File: src/rtl/swrl_ram.sv
// Generic single-port-write, single-port-read RAM with registered read data.
// No dependencies.
module swrl_ram #(
    parameter int WIDTH = 8,
    parameter int DEPTH = 16
) (
    input  logic                     aclk,
    input  logic                     we,
    input  logic [$clog2(DEPTH)-1:0] waddr,
    input  logic [WIDTH-1:0]         wdata,
    input  logic [$clog2(DEPTH)-1:0] raddr,
    output logic [WIDTH-1:0]         rdata
);
    logic [WIDTH-1:0] mem [DEPTH];

    always_ff @(posedge aclk) begin
        if (we) begin
            mem[waddr] <= wdata;
        end
        rdata <= mem[raddr];
    end
endmodule

File: config.mk
export PLATFORM = sky130hd
export DESIGN_NAME = swrl_ram
export DESIGN_NICKNAME = d
export VERILOG_FILES = /design/src/rtl/swrl_ram.sv
export SDC_FILE = /design/constraint.sdc
export NUM_CORES = 1
export LEC_CHECK = 0
export BUFFER_PORTS_ARGS = -buffer_cell sky130_fd_sc_hd__buf_2
export CELL_PAD_IN_SITES_DETAIL_PLACEMENT = 1
export CELL_PAD_IN_SITES_GLOBAL_PLACEMENT = 2
export CORE_MARGIN = 3
export CORE_UTILIZATION = 52
export DETAILED_ROUTE_END_ITERATION = 7
export PLACE_DENSITY_LB_ADDON = 0.1
export SYNTH_ARGS = -nofsm -noshare
export SYNTH_HDL_FRONTEND = slang
export SYNTH_SLANG_ARGS = --single-unit
File: constraint.sdc
create_clock -name aclk -period 5.14 [get_ports aclk]
set_input_delay 1.028 -clock aclk [delete_from_list [all_inputs] [get_ports aclk]]
set_output_delay 1.028 -clock aclk [all_outputs]
set_load 0.03 [all_outputs]
==> results of run 1 <==
[worst max-delay path, delay by kind of cell]
| kind | cells | cell delay, ns |
|---|---|---|
| simple gates | 1 | 0.07 |
| mux | 1 | 0.57 |
| compound gates | 1 | 0.21 |
| buf+inv | 2 | 1.00 |
[report_power, final]
group	total [W]	switching [W]	internal (W)
Clock	0.00119	0.000433	0.000758
Sequential	0.00125	0.00000680	0.00124
Combinational	0.000124	0.0000794	0.0000451
[metal layers]
layer  GRT usage [%]  part of all wire, %
met1            30.6                   46
met2            31.6                   48
met3            5.21                  5.2
met4            6.11                 0.88
met5               0                    0
[synth_stat cells]
cell type | n | area (µm²)
and2b_1 | 1 | 7.51
dfxtp_1 | 8 | 160
nor3_1 | 4 | 20.0
nand3b_1 | 2 | 15.0
buf_4 | 1 | 7.51
nor2_1 | 13 | 48.8
buf_6 | 3 | 33.8
buf_2 | 3 | 15.0
nand2_1 | 9 | 33.8
mux4_1 | 14 | 368
and2_1 | 1 | 6.26
nor2b_1 | 1 | 6.26
edfxtp_1 | 128 | 3840
or3b_2 | 1 | 8.76
nand3_1 | 1 | 5.00
mux4_2 | 18 | 405
clkdlybuf4s25_2 | 3 | 30.0
a22oi_1 | 16 | 120
nand2b_1 | 2 | 12.5
[flip-flops by register name (all words and copies together), names as in the netlist]
signal,cells
mem,128
rdata,8
[area by class of cell]
type	instances	share of cell area, %
Clock inverter	9	2.10
Clock buffer	22	7.61
Sequential cell	136	67.2
Multi-Input combinational cell	83	17.9
Timing Repair Buffer	28	2.44
Tap cell	129	2.71
[kinds of logic after synthesis]
group	synth area share, %
AND/OR/NAND/NOR	3.18
AO/OA/AOI/OAI	2.33
flip-flops	77.8
buffers and inverters	1.68
multiplexers	15.0
[through the flow]
step                utilization (%)  std cells  setup WS [ns]  power (W)  area (µm²)
finish                         63.3        407           2.66    0.00256        5960
global route                   63.3        407           2.48    0.00265        5960
CTS                            63.2        406           2.56    0.00258        5950
detailed placement             57.1        375           2.03    0.00139        5370
global placement               57.1        375           2.01    0.00139        5370
floorplan                         -        229           2.62    0.00135        5150
[path summary, 6_finish.rpt]
path,cells past startpoint,start,endpoint
setup reg to reg,3,mem[2][1],rdata[1]
hold reg to reg,3,mem[15][6],rdata[6]
setup / recovery,5,raddr[0],rdata[2]
hold / removal,3,mem[15][6],rdata[6]
==> impl_results.md, run 1 <==
* Run status: completed
* Routed WL at 10.6 mm
* Inserted Diodes at 0
* Total number of nets in the final design at 284
* Required time of the critical path at 5.54 ns
* Die Width at 105 µm
* H-tree Lvls at 4
* Most frequent cells in the layout: edfxtp_1 (128), buf_2 (26), mux4_2 (18)
* Reg area at 4000 µm²
* Worst reg2reg setup slack at 3.74 ns
* Number of global-route vias before repair at 2578
* Initial Util at 54.7%
* Syn. warnings at 0
* Layout cells sized above 1 at 27.7%
* CTS Sinks at 136
* Drt pass-1 iters at 4
* Commonest non-fill, non-tap cell in the layout: edfxtp_1
* Clk slew on worst S/H paths at 0.06 ns
* Total GRT Usage at 20.9%
* Post-route ant nets at 0
* Kind of critical path: input port to register
* Detailed placer's ending HPWL at 6.38 mm
* CP max stage delay at 0.70 ns
* Port buffer count at 25
* # hold bufs at CTS at 0
* Final hold violations at 0
* FMAX at 403 MHz
* Fin crit period at 2.48 ns
* Die Y at 105 µm
* Max-cap viol count at 0
* Area of the multi-input gates at 1070 µm²
* Clk_lat worst skew at 0.52 ns
* Hold Crit Class: register to register
* Total core area at 9420 µm²
* Post-CTS Setup Repair Bufs at 0
* Worst hold slack at 0.678 ns
* GP Congestion at 0.758
* Cts bufs inserted at 17
* Filler cell count at 768
* Post-Syn Area per Cell at 22.5 µm²
* CTS Buffer Depth at 2
* Slew Limit Headroom at 31.8%
* Yosys reg bits at 136
* VDD IR max at 297 µV
* Remaining global-route overflow at 0
* DR vias/cell at 5.83
* TNS Setup at 0 ns
* Transition time of the tightest slew-check pin at 1.02 ns
* Largest net degree at the start of global routing at 33
* RSZ-0062 raised after global routing: no
* Row cnt at 35
* Syn Nets at 247
* DRC at 0
* Post-synthesis sequential area ratio at 77.8%
* Ports at 26
* CP Cell Sequence: buf_2 -> buf_4 -> mux4_1 -> a22oi_1 -> nand2_1
* Post-DR wirelength/cell at 26.0 µm
* Initial antenna violation count at 0
* Period Utilization, post-route at 48.2%
* Clk root buf: clkbuf_8
* Area growth from synthesis to layout at 15.7%
* CP max FO at 28
* First-pass GRT wire length at 16.3 mm
* TritonCTS clock tree: done
* Pins Over Slew Limit at 0
* Crit path DAT at 2.88 ns
* Setup crit end kind: register
* DIE AREA at 11100 µm²
* Synthesized instance count at 229
* DRT iter0 DRCs at 209
* Distinct cells, synth at 19
* Cts repair resizes at 0
* Vias at 2374
* Crit path max-delay cell type: buf_2
* Final clock skew at 0.00912 ns
* PD cells at 430 nW/µm²
* Leakage at 1.99 nW
* Post-Syn Area at 5150 µm²
* Final setup fails at 0
* Crit start category: input port
No activity file was read; power rests on OpenSTA's default activity.
==> inputs of run 2 (changes only) <==
Settings changed: CORE_UTILIZATION 52 to 43.
Clock period 5.14 ns to 2 ns, I/O delays scaled along.
==> run 2 against run 1 <==
  * Critical path depth is 1 higher
  * Clock-buffer cell count shrank 4
  * Sequential share of layout area down 1.7 points
  * Clock power increased by 130%
  * Flip-flop and latch count unchanged
  * Critical endpoint is now rdata[3]
  * Via count is 3.5% higher
  * Combinational power increased to 2.8 times the previous value
  * Routed wire length rose by 1.6%
  * Design area is 2.5% higher
  * Cell count rose by 8.6%
  * Utilization shrank 10 points
==> impl_results.md, run 2 (synthesized netlist as in run 1, its figures left out) <==
* Run status: completed
* CP Cell Sequence: buf_2 -> buf_12 -> buf_12 -> mux4_1 -> a22oi_1 -> nand2_1
* Inserted Diodes at 0
* # hold bufs at CTS at 0
* Area growth from synthesis to layout at 18.6%
* Final hold violations at 0
* DRC at 0
* Clk slew on worst S/H paths at 0.06 ns
* Max-cap viol count at 0
* Worst hold slack at 0.366 ns
* Fin crit period at 1.54 ns
* RSZ-0062 raised after global routing: no
* Reg area at 4000 µm²
* Placed insts at 410
* Required time of the critical path at 2.29 ns
* Drt pass-1 iters at 4
* Total core area at 11600 µm²
* Die Y at 115 µm
* Final worst slack at 0.458 ns
* Clk_lat worst skew at 0.41 ns
* Top reg by flops: mem
* Post-CTS Setup Repair Bufs at 0
* Initial antenna violation count at 0
* Filler cell count at 1033
* Post-DR wirelength/cell at 24.3 µm
* Port buffer count at 25
* Final clock skew at 0.00692 ns
* Total number of nets in the final design at 304
* Setup crit end kind: register
* Crit path DAT at 1.84 ns
* Number of global-route vias before repair at 2658
* Finished Layout Cells at 442
* Transition time of the tightest slew-check pin at 0.423 ns
* Leakage at 2.08 nW
* Remaining global-route overflow at 0
* Largest net degree at the start of global routing at 33
* Biggest registers after layout: mem (128), rdata (8)
* Die Width at 115 µm
* DIE AREA at 13300 µm²
* H-tree Lvls at 4
* Cts repair resizes at 0
* Crit start category: input port
* Max reg flops at 128
* CP max stage delay at 0.62 ns
* TritonCTS clock tree: done
* Hold Crit Class: input port to register
* Slew Limit Headroom at 71.8%
* Clk root buf: clkbuf_16
* DRT iter0 DRCs at 214
* Commonest non-fill, non-tap cell in the layout: edfxtp_1
* Kind of critical path: input port to register
* TNS Setup at 0 ns
* PD cells at 1030 nW/µm²
* Initial Util at 44.5%
* Crit path max-delay cell type: mux4_1
* Period Utilization, post-route at 77.1%
* Detailed placer's ending HPWL at 6.89 mm
* Vias at 2457
* Worst reg2reg setup slack at 0.57 ns
* Area of the multi-input gates at 1060 µm²
* Ports at 26
* Final setup fails at 0
* CTS Buffer Depth at 2
* Total GRT Usage at 18.1%
* CP max FO at 15
* GP Congestion at 0.716
* Most frequent cells in the layout: edfxtp_1 (128), buf_2 (25), buf_4 (19)
* Post-route ant nets at 0
* CTS Sinks at 136
* Layout cells sized above 1 at 30.1%
* Cts bufs inserted at 17
* DR vias/cell at 5.56
* Dpl ws at 0.0341 ns
* First-pass GRT wire length at 16.3 mm
* Row cnt at 39
* FMAX at 649 MHz
* VDD IR max at 507 µV
* Routed WL at 10.8 mm
* Pins Over Slew Limit at 0
* Most frequent CP cell: buf_12
==> run 2: cell count changes in the layout (fill, tap and decap cells not counted) <==
cell       change
buf_12         +4
clkinv_2       -1
buf_4         +17
buf_2          -1
nor3_1         +2
clkbuf_1       -2
bufinv_16      -2
clkbuf_16      +1
clkinv_1       +8
clkbuf_8       -3
nor3_2         -2
==> run 2: cell type report <==
type,count,area share (%)
well taps,143,2.93
clock inverters,14,1.48
multi-input cells,83,17.3
flip-flops and latches,136,65.6
repair buffers,48,5.70
clock buffers,18,7.03
==> run 2: per-layer routing <==
layer  vias up  global-route usage, %  wire length, µm
met5         -                      0                0
met4         0                   7.75              237
met3        17                   5.38              498
met2        65                   26.8             5160
met1      1286                   25.3             4860
li1       1089                      -                -
==> run 2: metrics by stage <==
| stage | utilization (%) | power [W] | instance area [µm²] |
|---|---|---|---|
| 3_5_place_dp | 48.3 | 0.00362 | 5590 |
| 6_report | 52.8 | 0.00629 | 6110 |
| 4_1_cts | 52.8 | 0.00637 | 6110 |
| 2_1_floorplan | - | 0.00346 | 5150 |
| 5_1_grt | 52.8 | 0.00651 | 6110 |
| 3_3_place_gp | 48.3 | 0.00362 | 5590 |
==> run 2: power by group <==
| group | internal [W] | total, W | switching (W) |
|---|---|---|---|
| clock network | 0.00166 | 0.00273 | 0.00107 |
| logic | 0.000139 | 0.000350 | 0.000210 |
| registers | 0.00319 | 0.00321 | 0.0000185 |
| total | 0.00499 | 0.00629 | 0.00130 |
==> run 2: critical path: cells and delay by family <==
family	cells	cell delay, ns
mux	1	0.62
buf+inv	3	0.43
compound gates	1	0.27
simple gates	1	0.08
==> run 2: path summary, 6_finish.rpt <==
kind / to / start / cells after the start
max: rdata[3] / raddr[0] / 6
min: mem[10][4] / wdata[4] / 1
max reg2reg: rdata[3] / mem[5][3] / 3
min reg2reg: rdata[0] / mem[15][0] / 3
